===== config.mk =====
export PLATFORM = sky130hd
export DESIGN_NAME = four_voice_pcm_mixer_top
export DESIGN_NICKNAME = d
export VERILOG_FILES = /design/src/design/fvpm_pkg.sv /design/src/design/fvpm_ctrl.sv /design/src/design/fvpm_datapath.sv /design/src/design/four_voice_pcm_mixer_top.sv
export SDC_FILE = /design/constraint.sdc
export NUM_CORES = 2
export LEC_CHECK = 0
export BUFFER_PORTS_ARGS = -buffer_cell sky130_fd_sc_hd__buf_4
export CAP_MARGIN = 20
export CORE_ASPECT_RATIO = 0.8
export CORE_MARGIN = 10
export CORE_UTILIZATION = 55
export CTS_BUF_LIST = sky130_fd_sc_hd__clkbuf_2
export CTS_CLUSTER_DIAMETER = 80
export DETAILED_ROUTE_END_ITERATION = 10
export HOLD_SLACK_MARGIN = 0.1
export PLACE_DENSITY_LB_ADDON = 0.25
export SLEW_MARGIN = 20
export SYNTH_ARGS = -nofsm -noshare
export SYNTH_HDL_FRONTEND = slang
export SYNTH_HIERARCHICAL = 1
export SYNTH_SLANG_ARGS = --single-unit

===== constraint.sdc =====
create_clock -name clk -period 9.45 [get_ports clk]
set_input_delay 0.945 -clock clk [delete_from_list [all_inputs] [get_ports clk]]
set_output_delay 0.945 -clock clk [all_outputs]
set_load 0.1 [all_outputs]

===== src/design/fvpm_pkg.sv =====
// shared types, constants and command encodings for the four-voice pcm mixer
// used by fvpm_ctrl, fvpm_datapath and four_voice_pcm_mixer_top; no dependencies
package fvpm_pkg;

	localparam int NUM_VOICES    = 4;
	localparam int MAX_VOICES    = 4;
	localparam int POSITION_BITS = 23;
	localparam int FADE_LENGTH   = 882;

	localparam int VIDX_BITS      = (NUM_VOICES > 1) ? $clog2(NUM_VOICES) : 1;
	localparam int SEL_BITS       = 2;
	localparam int LANES          = 2;
	localparam int SAMPLE_BITS    = 16;
	localparam int CLIP_BITS      = 23;
	localparam int FADE_BITS      = 10;
	localparam int CFG_BITS       = 7;
	localparam int CFG_INDEX_BITS = 2;
	localparam int ACC_BITS       = 18;
	localparam int MUL_BITS       = 28;
	localparam int PROD_BITS      = 2 * MUL_BITS;
	localparam int LEN_CMP_BITS   = (CLIP_BITS > POSITION_BITS) ? CLIP_BITS : POSITION_BITS;

	// truncating divide by the fade length through a reciprocal multiply
	localparam int    FADE_SHIFT = 15 + 2 * $clog2(FADE_LENGTH);
	localparam longint FADE_RECIP =
		((longint'(1) << FADE_SHIFT) + FADE_LENGTH - 1) / FADE_LENGTH;

	// gain = vol * fs * 256 / 10000, same reciprocal trick
	localparam int     PCT_MAX      = 100;
	localparam int     GAIN_SCALE   = 256;
	localparam int     GAIN_DIV     = 10000;
	localparam int     GAIN_BITS    = 9;
	localparam int     GPROD_BITS   = 2 * CFG_BITS;
	localparam int     GX_BITS      = GPROD_BITS + $clog2(GAIN_SCALE);
	localparam int     GAIN_SHIFT   = 36;
	localparam longint GAIN_RECIP   =
		((longint'(1) << GAIN_SHIFT) + GAIN_DIV - 1) / GAIN_DIV;
	localparam int     GMUL_BITS    = 64;

	localparam int OUT_SHIFT = 8;
	localparam int SAT_MAX   = 32767;
	localparam int SAT_MIN   = -32768;

	localparam int VOLUME_RESET     = 50;
	localparam int FULL_SCALE_RESET = 100;

	localparam logic [CFG_INDEX_BITS-1:0] CFG_VOLUME     = CFG_INDEX_BITS'(0);
	localparam logic [CFG_INDEX_BITS-1:0] CFG_FULL_SCALE = CFG_INDEX_BITS'(1);

	typedef enum logic [1:0] {
		REQ_PLAY  = 2'd0,
		REQ_STOP  = 2'd1,
		REQ_FRAME = 2'd2,
		REQ_NOP   = 2'd3
	} req_t;

	typedef enum logic [2:0] {
		ST_IDLE,
		ST_DECODE,
		ST_FADE,
		ST_RECIP,
		ST_ACCUM,
		ST_GAIN,
		ST_FINISH
	} state_t;

	typedef enum logic [2:0] {
		OP_NONE,
		OP_LOAD,
		OP_CONTROL,
		OP_MUL_FADE,
		OP_MUL_RECIP,
		OP_ACCUM,
		OP_MUL_GAIN,
		OP_RESULT
	} op_t;

	typedef struct packed {
		op_t                  op;
		logic [VIDX_BITS-1:0] voice;
	} dp_cmd_t;

	typedef struct packed {
		logic is_frame;
	} dp_status_t;

endpackage


===== src/design/fvpm_ctrl.sv =====
// sequencer for the mixer: handshakes on both channels and walks the voices
// depends on fvpm_pkg; drives fvpm_datapath through dp_cmd_t
module fvpm_ctrl
	import fvpm_pkg::*;
(
	input  logic       clk,
	input  logic       arst_n,
	input  logic       in_valid,
	output logic       in_ready,
	output logic       out_valid,
	input  logic       out_ready,
	input  dp_status_t status,
	output dp_cmd_t    cmd
);

	state_t               state_q, state_nxt;
	logic [VIDX_BITS-1:0] voice_q;
	logic                 out_valid_q;
	logic                 last_voice;
	logic                 out_free;

	assign last_voice = (voice_q == VIDX_BITS'(NUM_VOICES - 1));
	assign out_free   = !out_valid_q || out_ready;

	always_comb begin
		state_nxt = state_q;
		unique case (state_q)
			ST_IDLE:   if (in_valid) state_nxt = ST_DECODE;
			ST_DECODE: state_nxt = status.is_frame ? ST_FADE : ST_FINISH;
			ST_FADE:   state_nxt = ST_RECIP;
			ST_RECIP:  state_nxt = ST_ACCUM;
			ST_ACCUM:  state_nxt = last_voice ? ST_GAIN : ST_FADE;
			ST_GAIN:   state_nxt = ST_FINISH;
			ST_FINISH: if (out_free) state_nxt = ST_IDLE;
			default:   state_nxt = ST_IDLE;
		endcase
	end

	always_comb begin
		cmd.op    = OP_NONE;
		cmd.voice = voice_q;
		in_ready  = 1'b0;
		unique case (state_q)
			ST_IDLE: begin
				in_ready = 1'b1;
				if (in_valid) cmd.op = OP_LOAD;
			end
			ST_DECODE: if (!status.is_frame) cmd.op = OP_CONTROL;
			ST_FADE:   cmd.op = OP_MUL_FADE;
			ST_RECIP:  cmd.op = OP_MUL_RECIP;
			ST_ACCUM:  cmd.op = OP_ACCUM;
			ST_GAIN:   cmd.op = OP_MUL_GAIN;
			ST_FINISH: if (out_free) cmd.op = OP_RESULT;
			default:   cmd.op = OP_NONE;
		endcase
	end

	always_ff @(posedge clk or negedge arst_n) begin
		if (!arst_n) begin
			state_q     <= ST_IDLE;
			voice_q     <= '0;
			out_valid_q <= 1'b0;
		end else begin
			state_q <= state_nxt;
			if (state_q == ST_DECODE) begin
				voice_q <= '0;
			end else if (state_q == ST_ACCUM && !last_voice) begin
				voice_q <= voice_q + 1'b1;
			end
			if (cmd.op == OP_RESULT) begin
				out_valid_q <= 1'b1;
			end else if (out_ready) begin
				out_valid_q <= 1'b0;
			end
		end
	end

	assign out_valid = out_valid_q;

endmodule


===== src/design/fvpm_datapath.sv =====
// voice state, config registers, two-lane multiply/accumulate and result registers
// depends on fvpm_pkg; commanded by fvpm_ctrl
module fvpm_datapath
	import fvpm_pkg::*;
(
	input  logic                          clk,
	input  logic                          arst_n,
	input  dp_cmd_t                       cmd,
	output dp_status_t                    status,
	input  logic [1:0]                    req_type,
	input  logic [CLIP_BITS-1:0]          clip_frames,
	input  logic                          loop_flag,
	input  logic [SEL_BITS-1:0]           voice_select,
	input  logic signed [SAMPLE_BITS-1:0] samples_l [MAX_VOICES],
	input  logic signed [SAMPLE_BITS-1:0] samples_r [MAX_VOICES],
	input  logic                          cfg_write,
	input  logic [CFG_INDEX_BITS-1:0]     cfg_index,
	input  logic [CFG_BITS-1:0]           cfg_data,
	output logic signed [SAMPLE_BITS-1:0] mix_l,
	output logic signed [SAMPLE_BITS-1:0] mix_r,
	output logic [1:0]                    vidx,
	output logic                          rej,
	output logic [MAX_VOICES-1:0]         act_mask,
	output logic [MAX_VOICES-1:0]         fade_mask,
	output logic [CLIP_BITS-1:0]          npos [MAX_VOICES]
);

	// request capture
	req_t                          req_q;
	logic [CLIP_BITS-1:0]          frames_q;
	logic                          loopf_q;
	logic [SEL_BITS-1:0]           sel_q;
	logic signed [SAMPLE_BITS-1:0] smp_q [LANES][MAX_VOICES];
	logic [1:0]                    vidx_q;
	logic                          rej_q;

	// voice state
	logic [NUM_VOICES-1:0]    active_q;
	logic [NUM_VOICES-1:0]    looping_q;
	logic [POSITION_BITS-1:0] pos_q  [NUM_VOICES];
	logic [POSITION_BITS-1:0] len_q  [NUM_VOICES];
	logic [FADE_BITS-1:0]     fade_q [NUM_VOICES];

	// config and gain
	logic [CFG_BITS-1:0]   vol_q, fs_q, vol_cl, fs_cl;
	logic [GPROD_BITS-1:0] gprod_q;
	logic [GAIN_BITS-1:0]  gain_q;
	logic [GX_BITS-1:0]    gx;
	logic [GMUL_BITS-1:0]  gmul;

	// lanes
	logic signed [MUL_BITS-1:0]  mul_a   [LANES];
	logic signed [MUL_BITS-1:0]  mul_b   [LANES];
	logic signed [PROD_BITS-1:0] pabs    [LANES];
	logic signed [PROD_BITS-1:0] prod_q  [LANES];
	logic                        neg_q   [LANES];
	logic signed [ACC_BITS-1:0]  acc_q   [LANES];
	logic [ACC_BITS-1:0]         q_ext   [LANES];
	logic signed [ACC_BITS-1:0]  scaled  [LANES];
	logic signed [ACC_BITS-1:0]  contrib [LANES];
	logic signed [PROD_BITS-1:0] shifted [LANES];
	logic signed [SAMPLE_BITS-1:0] sat  [LANES];

	// per-request helpers
	logic [VIDX_BITS-1:0]     vk, pick, sel_v;
	logic                     found;
	logic                     fading;
	logic [FADE_BITS-1:0]     fade_dec;
	logic [POSITION_BITS-1:0] pos_inc;
	logic                     at_end;
	logic [LEN_CMP_BITS-1:0]  frames_w, posmax_w;
	logic [POSITION_BITS-1:0] len_claim;
	logic                     stop_ok;

	assign vk = cmd.voice;
	assign status.is_frame = (req_q == REQ_FRAME);

	// lowest idle voice, else lowest non-looping one, else voice 0
	always_comb begin
		found = 1'b0;
		pick  = '0;
		for (int k = 0; k < NUM_VOICES; k++) begin
			if (!found && !active_q[k]) begin
				pick  = VIDX_BITS'(k);
				found = 1'b1;
			end
		end
		for (int k = 0; k < NUM_VOICES; k++) begin
			if (!found && !looping_q[k]) begin
				pick  = VIDX_BITS'(k);
				found = 1'b1;
			end
		end
	end

	assign frames_w  = LEN_CMP_BITS'(frames_q);
	assign posmax_w  = LEN_CMP_BITS'({POSITION_BITS{1'b1}});
	assign len_claim = (frames_w > posmax_w) ? POSITION_BITS'(posmax_w)
		: POSITION_BITS'(frames_w);

	assign sel_v   = VIDX_BITS'(sel_q);
	assign stop_ok = (32'(sel_q) < NUM_VOICES) && active_q[sel_v] && (fade_q[sel_v] == '0);

	assign fading   = (fade_q[vk] != '0);
	assign fade_dec = fade_q[vk] - 1'b1;
	assign pos_inc  = pos_q[vk] + 1'b1;
	assign at_end   = (pos_inc >= len_q[vk]);

	// gain pipeline: clamped volume times full scale is registered in gprod_q, then scaled into gain_q
	assign vol_cl = (vol_q > CFG_BITS'(PCT_MAX)) ? CFG_BITS'(PCT_MAX) : vol_q;
	assign fs_cl  = (fs_q > CFG_BITS'(PCT_MAX)) ? CFG_BITS'(PCT_MAX) : fs_q;
	assign gx     = GX_BITS'(gprod_q) << $clog2(GAIN_SCALE);
	assign gmul   = GMUL_BITS'(gx) * GMUL_BITS'(GAIN_RECIP);

	always_comb begin
		for (int l = 0; l < LANES; l++) begin
			pabs[l]    = (prod_q[l] < 0) ? -prod_q[l] : prod_q[l];
			q_ext[l]   = ACC_BITS'(prod_q[l][FADE_SHIFT +: SAMPLE_BITS]);
			scaled[l]  = neg_q[l] ? -signed'(q_ext[l]) : signed'(q_ext[l]);
			contrib[l] = fading ? scaled[l] : ACC_BITS'(smp_q[l][vk]);
			shifted[l] = prod_q[l] >>> OUT_SHIFT;
			if (shifted[l] > PROD_BITS'(SAT_MAX)) begin
				sat[l] = SAMPLE_BITS'(SAT_MAX);
			end else if (shifted[l] < PROD_BITS'(SAT_MIN)) begin
				sat[l] = SAMPLE_BITS'(SAT_MIN);
			end else begin
				sat[l] = SAMPLE_BITS'(shifted[l]);
			end
			case (cmd.op)
				OP_MUL_FADE: begin
					mul_a[l] = MUL_BITS'(smp_q[l][vk]);
					mul_b[l] = signed'(MUL_BITS'(fade_q[vk]));
				end
				OP_MUL_RECIP: begin
					mul_a[l] = MUL_BITS'(pabs[l]);
					mul_b[l] = signed'(MUL_BITS'(FADE_RECIP));
				end
				OP_MUL_GAIN: begin
					mul_a[l] = MUL_BITS'(acc_q[l]);
					mul_b[l] = signed'(MUL_BITS'(gain_q));
				end
				default: begin
					mul_a[l] = '0;
					mul_b[l] = '0;
				end
			endcase
		end
	end

	// config registers and gain
	always_ff @(posedge clk or negedge arst_n) begin
		if (!arst_n) begin
			vol_q   <= CFG_BITS'(VOLUME_RESET);
			fs_q    <= CFG_BITS'(FULL_SCALE_RESET);
			gprod_q <= '0;
			gain_q  <= '0;
		end else begin
			if (cfg_write) begin
				case (cfg_index)
					CFG_VOLUME:     vol_q <= cfg_data;
					CFG_FULL_SCALE: fs_q  <= cfg_data;
					default:        ;
				endcase
			end
			gprod_q <= GPROD_BITS'(vol_cl * fs_cl);
			gain_q  <= GAIN_BITS'(gmul >> GAIN_SHIFT);
		end
	end

	// voice state
	always_ff @(posedge clk or negedge arst_n) begin
		if (!arst_n) begin
			active_q  <= '0;
			looping_q <= '0;
			for (int k = 0; k < NUM_VOICES; k++) begin
				pos_q[k]  <= '0;
				len_q[k]  <= '0;
				fade_q[k] <= '0;
			end
		end else begin
			if (cmd.op == OP_CONTROL) begin
				case (req_q)
					REQ_PLAY: begin
						if (frames_q != '0) begin
							active_q[pick]  <= 1'b1;
							looping_q[pick] <= loopf_q;
							pos_q[pick]     <= '0;
							len_q[pick]     <= len_claim;
							fade_q[pick]    <= '0;
						end
					end
					REQ_STOP: begin
						if (stop_ok) fade_q[sel_v] <= FADE_BITS'(FADE_LENGTH);
					end
					default: ;
				endcase
			end
			if (cmd.op == OP_ACCUM && active_q[vk]) begin
				if (fading) fade_q[vk] <= fade_dec;
				// a voice ends when its fade runs out, even if it loops
				active_q[vk] <= !(fading && fade_dec == '0) && !(at_end && !looping_q[vk]);
				pos_q[vk]    <= (at_end && looping_q[vk]) ? '0 : pos_inc;
			end
		end
	end

	// request capture, lane arithmetic and result registers
	// the result registers only change on OP_RESULT so a stalled result holds
	always_ff @(posedge clk) begin
		case (cmd.op) inside
			OP_LOAD: begin
				req_q    <= req_t'(req_type);
				frames_q <= clip_frames;
				loopf_q  <= loop_flag;
				sel_q    <= voice_select;
				vidx_q   <= '0;
				rej_q    <= 1'b0;
				for (int k = 0; k < MAX_VOICES; k++) begin
					smp_q[0][k] <= samples_l[k];
					smp_q[1][k] <= samples_r[k];
				end
				for (int l = 0; l < LANES; l++) acc_q[l] <= '0;
			end
			OP_CONTROL: begin
				if (req_q == REQ_PLAY) begin
					if (frames_q == '0) begin
						rej_q <= 1'b1;
					end else begin
						vidx_q <= 2'(pick);
					end
				end
			end
			OP_MUL_FADE: begin
				for (int l = 0; l < LANES; l++) begin
					prod_q[l] <= mul_a[l] * mul_b[l];
					neg_q[l]  <= smp_q[l][vk][SAMPLE_BITS-1];
				end
			end
			OP_MUL_RECIP, OP_MUL_GAIN: begin
				for (int l = 0; l < LANES; l++) prod_q[l] <= mul_a[l] * mul_b[l];
			end
			OP_ACCUM: begin
				if (active_q[vk]) begin
					for (int l = 0; l < LANES; l++) acc_q[l] <= acc_q[l] + contrib[l];
				end
			end
			OP_RESULT: begin
				mix_l <= status.is_frame ? sat[0] : '0;
				mix_r <= status.is_frame ? sat[1] : '0;
				vidx  <= vidx_q;
				rej   <= rej_q;
				for (int k = 0; k < MAX_VOICES; k++) begin
					if (k < NUM_VOICES && active_q[VIDX_BITS'(k)]) begin
						act_mask[k]  <= 1'b1;
						fade_mask[k] <= (fade_q[VIDX_BITS'(k)] != '0);
						npos[k]      <= CLIP_BITS'(pos_q[VIDX_BITS'(k)]);
					end else begin
						act_mask[k]  <= 1'b0;
						fade_mask[k] <= 1'b0;
						npos[k]      <= '0;
					end
				end
			end
			default: ;
		endcase
	end

endmodule


===== src/design/four_voice_pcm_mixer_top.sv =====
// Four-voice stereo pcm mixer with linear fade-out.
// Request channel (in_valid/in_ready): req_type picks play, stop, mix frame or
// no-op; play uses clip_frames and loop_flag, stop uses voice_select, a frame
// request brings one signed sample pair per voice at the positions last reported.
// Result channel (out_valid/out_ready): one result per request with the mixed
// frame (zero for other requests), the claimed voice, the reject flag, the
// active and fading masks and each voice's next read position.
// Config channel (cfg_valid/cfg_ready, always ready): index 0 volume, 1 full
// scale percent; write only while no request is in flight.
// Sequence: for a frame, each voice passes through a fade multiply, a reciprocal
// multiply and an accumulate on each lane's shared multiplier, then come gain and
// output; play, stop and no-op requests go through decode and output only. A new
// request is taken only after the result of the previous one is registered.
// A stalled receiver holds the result register; the next request may be taken
// and worked on meanwhile, finishing once the previous result is taken.
// Reset clears all voices and sets volume 50, full scale 100.
// depends on fvpm_pkg, fvpm_ctrl and fvpm_datapath
module four_voice_pcm_mixer_top
	import fvpm_pkg::*;
(
	input  logic                          clk,
	input  logic                          arst_n,
	input  logic                          in_valid,
	output logic                          in_ready,
	input  logic [1:0]                    req_type,
	input  logic [CLIP_BITS-1:0]          clip_frames,
	input  logic                          loop_flag,
	input  logic [SEL_BITS-1:0]           voice_select,
	input  logic signed [SAMPLE_BITS-1:0] sample_left_0,
	input  logic signed [SAMPLE_BITS-1:0] sample_right_0,
	input  logic signed [SAMPLE_BITS-1:0] sample_left_1,
	input  logic signed [SAMPLE_BITS-1:0] sample_right_1,
	input  logic signed [SAMPLE_BITS-1:0] sample_left_2,
	input  logic signed [SAMPLE_BITS-1:0] sample_right_2,
	input  logic signed [SAMPLE_BITS-1:0] sample_left_3,
	input  logic signed [SAMPLE_BITS-1:0] sample_right_3,
	output logic                          out_valid,
	input  logic                          out_ready,
	output logic signed [SAMPLE_BITS-1:0] mix_left,
	output logic signed [SAMPLE_BITS-1:0] mix_right,
	output logic [1:0]                    voice_index,
	output logic                          rejected,
	output logic [MAX_VOICES-1:0]         active_mask,
	output logic [MAX_VOICES-1:0]         fading_mask,
	output logic [CLIP_BITS-1:0]          next_pos_0,
	output logic [CLIP_BITS-1:0]          next_pos_1,
	output logic [CLIP_BITS-1:0]          next_pos_2,
	output logic [CLIP_BITS-1:0]          next_pos_3,
	input  logic                          cfg_valid,
	output logic                          cfg_ready,
	input  logic [CFG_INDEX_BITS-1:0]     cfg_index,
	input  logic [CFG_BITS-1:0]           cfg_data
);

	dp_cmd_t                       cmd;
	dp_status_t                    status;
	logic signed [SAMPLE_BITS-1:0] smp_l [MAX_VOICES];
	logic signed [SAMPLE_BITS-1:0] smp_r [MAX_VOICES];
	logic [CLIP_BITS-1:0]          npos  [MAX_VOICES];

	assign smp_l[0] = sample_left_0;
	assign smp_l[1] = sample_left_1;
	assign smp_l[2] = sample_left_2;
	assign smp_l[3] = sample_left_3;
	assign smp_r[0] = sample_right_0;
	assign smp_r[1] = sample_right_1;
	assign smp_r[2] = sample_right_2;
	assign smp_r[3] = sample_right_3;

	assign next_pos_0 = npos[0];
	assign next_pos_1 = npos[1];
	assign next_pos_2 = npos[2];
	assign next_pos_3 = npos[3];

	assign cfg_ready = 1'b1;

	fvpm_ctrl u_ctrl (
		.clk       (clk),
		.arst_n    (arst_n),
		.in_valid  (in_valid),
		.in_ready  (in_ready),
		.out_valid (out_valid),
		.out_ready (out_ready),
		.status    (status),
		.cmd       (cmd)
	);

	fvpm_datapath u_dp (
		.clk          (clk),
		.arst_n       (arst_n),
		.cmd          (cmd),
		.status       (status),
		.req_type     (req_type),
		.clip_frames  (clip_frames),
		.loop_flag    (loop_flag),
		.voice_select (voice_select),
		.samples_l    (smp_l),
		.samples_r    (smp_r),
		.cfg_write    (cfg_valid && cfg_ready),
		.cfg_index    (cfg_index),
		.cfg_data     (cfg_data),
		.mix_l        (mix_left),
		.mix_r        (mix_right),
		.vidx         (voice_index),
		.rej          (rejected),
		.act_mask     (active_mask),
		.fade_mask    (fading_mask),
		.npos         (npos)
	);

endmodule

After elaboration in Yosys (flattened, before gate mapping)
Memories as Yosys holds them, arrays and structs flattened.
Index checks and enable logic that the tools add are counted.

cells by class
  $add $sub $neg = 9
  multipliers = 4
  div/mod/pow operators = 0
  order comparisons = 21
  eq/ne operators = 19
  shift-type cells = 0
  muxes and demuxes = 126
  bitwise logic cells = 22
  reduce and logical (&&, ||, !) cells = 60

operator list
  operator                                                                         count
  92-bit two-way mux                                                               4
  40-bit two-way mux                                                               5
  92-bit bitwise mux                                                               2
  23-bit two-way mux                                                               8
  28-bit case mux with 3 select lines                                              2
  56-bit by 1-bit less-than comparator with 1-bit output (second input constant)   2
  56-bit two-way mux                                                               2
  28-bit by 27-bit multiplier with 55-bit output                                   2
  18-bit two-way mux                                                               6
  48-bit by 16-bit > comparator with 1-bit output (second input constant)          2
  48-bit by 16-bit less-than comparator with 1-bit output (second input constant)  2
  16-bit two-way mux                                                               6
  92-bit AND                                                                       1
  23-bit binary-select mux with 2-bit select                                       2
  23-bit demux with 2-bit select                                                   2
  92-bit inverter                                                                  1
  40-bit case mux with 2 select lines                                              1
  26-bit case mux with 3 select lines                                              1
  10-bit two-way mux                                                               7
  16-bit binary-select mux with 2-bit select                                       2
  10-bit demux with 2-bit select                                                   3
  28-bit two-way mux                                                               2
  28-bit negator                                                                   2
  3-bit case mux with 7 select lines                                               2
  other kinds (55)                                                                 192

word-level totals
  register bits after elaboration = 391
  bits in latches = 0
  memory bits (writable) = 278
  bits in read-only memories = 0
  input bits = 170
  output and inout port bits = 138
  word-level logic and storage cells = 303
  memories = 4

memory list
  name         words  width  rd ports  clocked after memory_dff  wr ports  RTL line             RTL
  u_dp.smp_q   2      64     2         0                         2         fvpm_datapath.sv:33  logic signed [SAMPLE_BITS-1:0] smp_q [LANES][MAX_VOICES];
  u_dp.prod_q  2      56     2         0                         2         fvpm_datapath.sv:55  logic signed [PROD_BITS-1:0] prod_q [LANES];
  u_dp.acc_q   2      18     2         0                         2         fvpm_datapath.sv:57  logic signed [ACC_BITS-1:0] acc_q [LANES];
  u_dp.neg_q   2      1      2         0                         2         fvpm_datapath.sv:56  logic neg_q [LANES];

Logic depth before layout (Yosys ltp)
  depth after elaboration = 34
  gate-level depth with buffers = 39

Hierarchy
The synthesis kept the hierarchy.

modules (own cells, without submodules)
  module                    instances  cells an instance  area an instance (sq um)  seq. area each (sq um)
  fvpm_datapath             1          7,211              74,431.4                  18,480.2
  fvpm_ctrl                 1          43                 424.2                     150.1
  four_voice_pcm_mixer_top  1          2                  11.3                      0.0

Worst setup path after synthesis
No wires, ideal clock.

  path kind = input port to flip-flop
  start point = input port out_ready
  end point = memory u_dp.acc_q[0][0] (enable)
  library setup time = 377 ps
  arrival time = 10,030 ps
  required time = 9,073 ps
  setup slack = -958 ps
  cell stages on the path = 5
  cells stage by stage = and2b_2 a311oi_2 nor2b_1 nor2b_1 or2_2

RTL lines
  element             RTL line                        RTL
  start: declaration  four_voice_pcm_mixer_top.sv:38  input logic out_ready,
  end: declaration    fvpm_datapath.sv:57

==> summary.txt <==
run status -> completed
root buffer cell -> clkbuf_2
Gate Count Post-Synth -> 7256
Buf/Inv on CP -> 9
Final Hold Vio Count -> 0
global-route wire length before repair -> 385100 um
Setup crit start kind -> flip-flop
register area -> 18640 um^2
Nets -> 10252
number of cell rows -> 120
cell mode on critical path -> fa_1
critical path required time -> 10.76 ns
Avg Cell Area, Syn -> 10.32 um^2
GP Congestion -> 1.074
Ports -> 308
max incr delay on CP -> 0.61 ns
Setup Viol. Count Final -> 0
main area contributors after synthesis -> fa_1 28%, edfxtp_1 16%, ha_1 11%
port buffer count -> 256
layout cells sized above 1 -> 18.54%
GR Util met2 -> 48.55%
vias in the first global route -> 61767
RSZ-0062 raised after global routing -> yes
buffer depth of the longest clock path -> 3
largest net degree at the start of global routing -> 84
Slew Limit Fails -> 0
clock slew at reported path FFs -> 0.10 ns
slowest stage cell, crit path -> fa_1
worst-path fanout max -> 5
Clock Sinks -> 667
met3 Use GR -> 12.43%
CP top delay family -> adder cells
Chip Width -> 432.5 um
Seq/Total Area, Yosys -> 24.88%
Primary FF master, synth -> edfxtp_1
DRC Markers -> 0
Crit. End Element -> flip-flop
post-synthesis cell type count -> 105
YS warnings -> 6
Synth area leader -> fa_1
worst skew pair latency -> 1.72 ns
Initial Utilization -> 55.65%
total CTS buffers -> 171
Pre-antenna DRT Iters -> 6
most common cell after layout, fill and taps aside -> inv_1
routed len/inst -> 24.74 um
Via Count -> 59337
Max-slew headroom -> 24.19%
Most Crowded Layer GR -> met2
post-route ant nets -> 0
MaxCap Viol Count -> 0
gr ovfl total -> 0
Placed Cells -> 9643
async set-reset flop share out of synthesis -> 41.23%
dpl hpwl -> 202000 um
worst-margin pin slew -> 1.137 ns
Layout Cells excl Fill -> 10326
top-area cell type share of the netlist area -> 27.76%
GR Util met1 -> 47.07%
DR iter-0 viols -> 6309
initial antenna violation count -> 14
full die area -> 151400 um^2
final WL -> 255500 um
Post-synth EDFFs -> 389
CTS tree -> built
Clock Skew -> 0.1618 ns
Total GRT Usage -> 33.77%
worst path arrival time -> 10.75 ns
worst min path class -> primary input to flip-flop
Area Overhead vs Synth -> 18.41%
htree depth -> 4
core area -> 134500 um^2
chip height -> 350.0 um
Filler cells -> 10663
Tmin final -> 9.437 ns
commonest non-fill, non-tap cells in the layout -> 1389 x inv_1, 1031 x fa_1, 853 x buf_4
synthesized cell area -> 74870 um^2
WS Path Type -> flip-flop to flip-flop
Final period util -> 99.86%
final core area utilization -> 65.89%
area of the multi-input gates -> 50410 um^2
flops & latches, synth -> 667
FMAX -> 106.0 MHz
Vias/cell -> 5.746
[routing by layer]
metal	vias to the layer above	share of wire, %	wire length [um]
met5	-	0.073	187
met4	8	3.7	9460
met3	512	13	32460
met2	3056	42	107500
met1	29853	41	105900
li1	25908	-	-
[worst register-to-register path, delay by kind of cell (launching register included)]
family	cells	cell delay (ns)
adders and majority gates	8	4.07
and+or+nand+nor	7	1.95
AOI/OAI and AO/OA	7	1.28
buffers and inverters	9	1.16
DFF	1	0.41
xor gates and xnor gates	2	0.26
[registers in the layout, indices dropped and copies added (netlist names), 3 cells and up]
register	flops
u_ctrl/state_q	3
u_dp/acc_q	36
u_dp/active_q	4
u_dp/fade_q	40
u_dp/frames_q	23
u_dp/fs_q	7
u_dp/gain_q	9
u_dp/gprod_q	14
u_dp/len_q	92
u_dp/looping_q	4
u_dp/mix_l	16
u_dp/mix_r	16
u_dp/npos	46
u_dp/pos_q	92
u_dp/prod_q	110
u_dp/smp_q	128
u_dp/vol_q	7
[path summary, 6_finish.rpt]
check | slack (ns) | start | depth (start not counted) | endpoint
hold reg to reg | 0.45 | u_dp/rej_q$_SDFFE_PN0P_ | 0 | u_dp/rej$_DFFE_PP_
setup reg to reg | 0.01 | u_dp/prod_q[0][11]$_DFFE_PP_ | 33 | u_dp/prod_q[0][49]$_DFFE_PP_
hold / removal | 0.30 | in_valid | 5 | u_ctrl/state_q[0]$_DFFE_PN0P_
setup / recovery | 0.01 | u_dp/prod_q[0][11]$_DFFE_PP_ | 33 | u_dp/prod_q[0][49]$_DFFE_PP_
max in group asynchronous | 7.49 | arst_n | 5 | u_dp/len_q[57]$_DFFE_PN0P_
min in group asynchronous | 0.41 | arst_n | 4 | u_dp/fs_q[1]$_DFFE_PN0P_
[per-stage QoR]
stage	setup TNS [ns]	worst slack, ns	hold WS (ns)	area, um^2
6_report	0	0.01324	0.2961	88650
5_1_grt	-0.2972	-0.1001	0.1782	88630
4_1_cts	0	0.009830	0.1244	88020
3_5_place_dp	-5.371	-0.7414	0.4193	82760
3_3_place_gp	-4.315	-0.6075	0.4178	82760
2_1_floorplan	0	0.01548	0.4080	75120
[synth_stat cells, types with 26 or more instances]
| cell | count |
|---|---|
| nor2_1 | 507 |
| nor4_1 | 30 |
| nand2b_1 | 38 |
| and2_1 | 118 |
| o31ai_1 | 26 |
| dfrtp_1 | 269 |
| xor2_1 | 165 |
| clkbuf_1 | 188 |
| fa_1 | 1038 |
| nor2b_1 | 28 |
| nand2_1 | 588 |
| a21oi_1 | 156 |
| a21o_1 | 98 |
| nor3_1 | 83 |
| nand3_1 | 123 |
| nand4_1 | 35 |
| or2_2 | 36 |
| mux2_2 | 132 |
| xnor2_1 | 159 |
| inv_1 | 1392 |
| edfxtp_1 | 389 |
| o21ai_0 | 295 |
| mux4_2 | 90 |
| buf_2 | 28 |
| ha_1 | 644 |
| o21a_1 | 56 |
| buf_4 | 59 |
[cell families (layout without fill, tap and decap cells)]
| group | after synthesis | in the layout | synth area share [%] |
|---|---|---|---|
| xor gates and xnor gates | 326 | 326 | 3.834 |
| and+or+nand+nor | 1708 | 1708 | 10.49 |
| muxes | 243 | 243 | 4.980 |
| buffers and inverters | 1692 | 2929 | 8.926 |
| other | 2 | 66 | 0.01003 |
| adders and majority gates | 1682 | 1682 | 38.52 |
| DFF | 667 | 667 | 24.88 |
| AOI/OAI and AO/OA | 936 | 936 | 8.356 |
[layout make-up]
class | count | area share, %
clock buffer | 233 | 1.315
multi-input combinational | 4946 | 56.87
inverter | 1396 | 5.914
antenna | 15 | 0.04234
timing repair buffer | 1218 | 11.64
clock inverter | 82 | 0.6958
tap | 1769 | 2.497
sequential | 667 | 21.03
[timing repair]
item	4_1_cts	5_1_grt
pin swaps	4	34
gates cloned	0	0
setup buffers	1	16
hold endpoints to repair	377	0
resized for setup	18	100
hold buffers	336	0
endpoints found under the setup margin	10	38
Power is left out: the tool's default activity adds up to more than one toggle a clock period on the data nets, which glitch-free logic cannot reach.
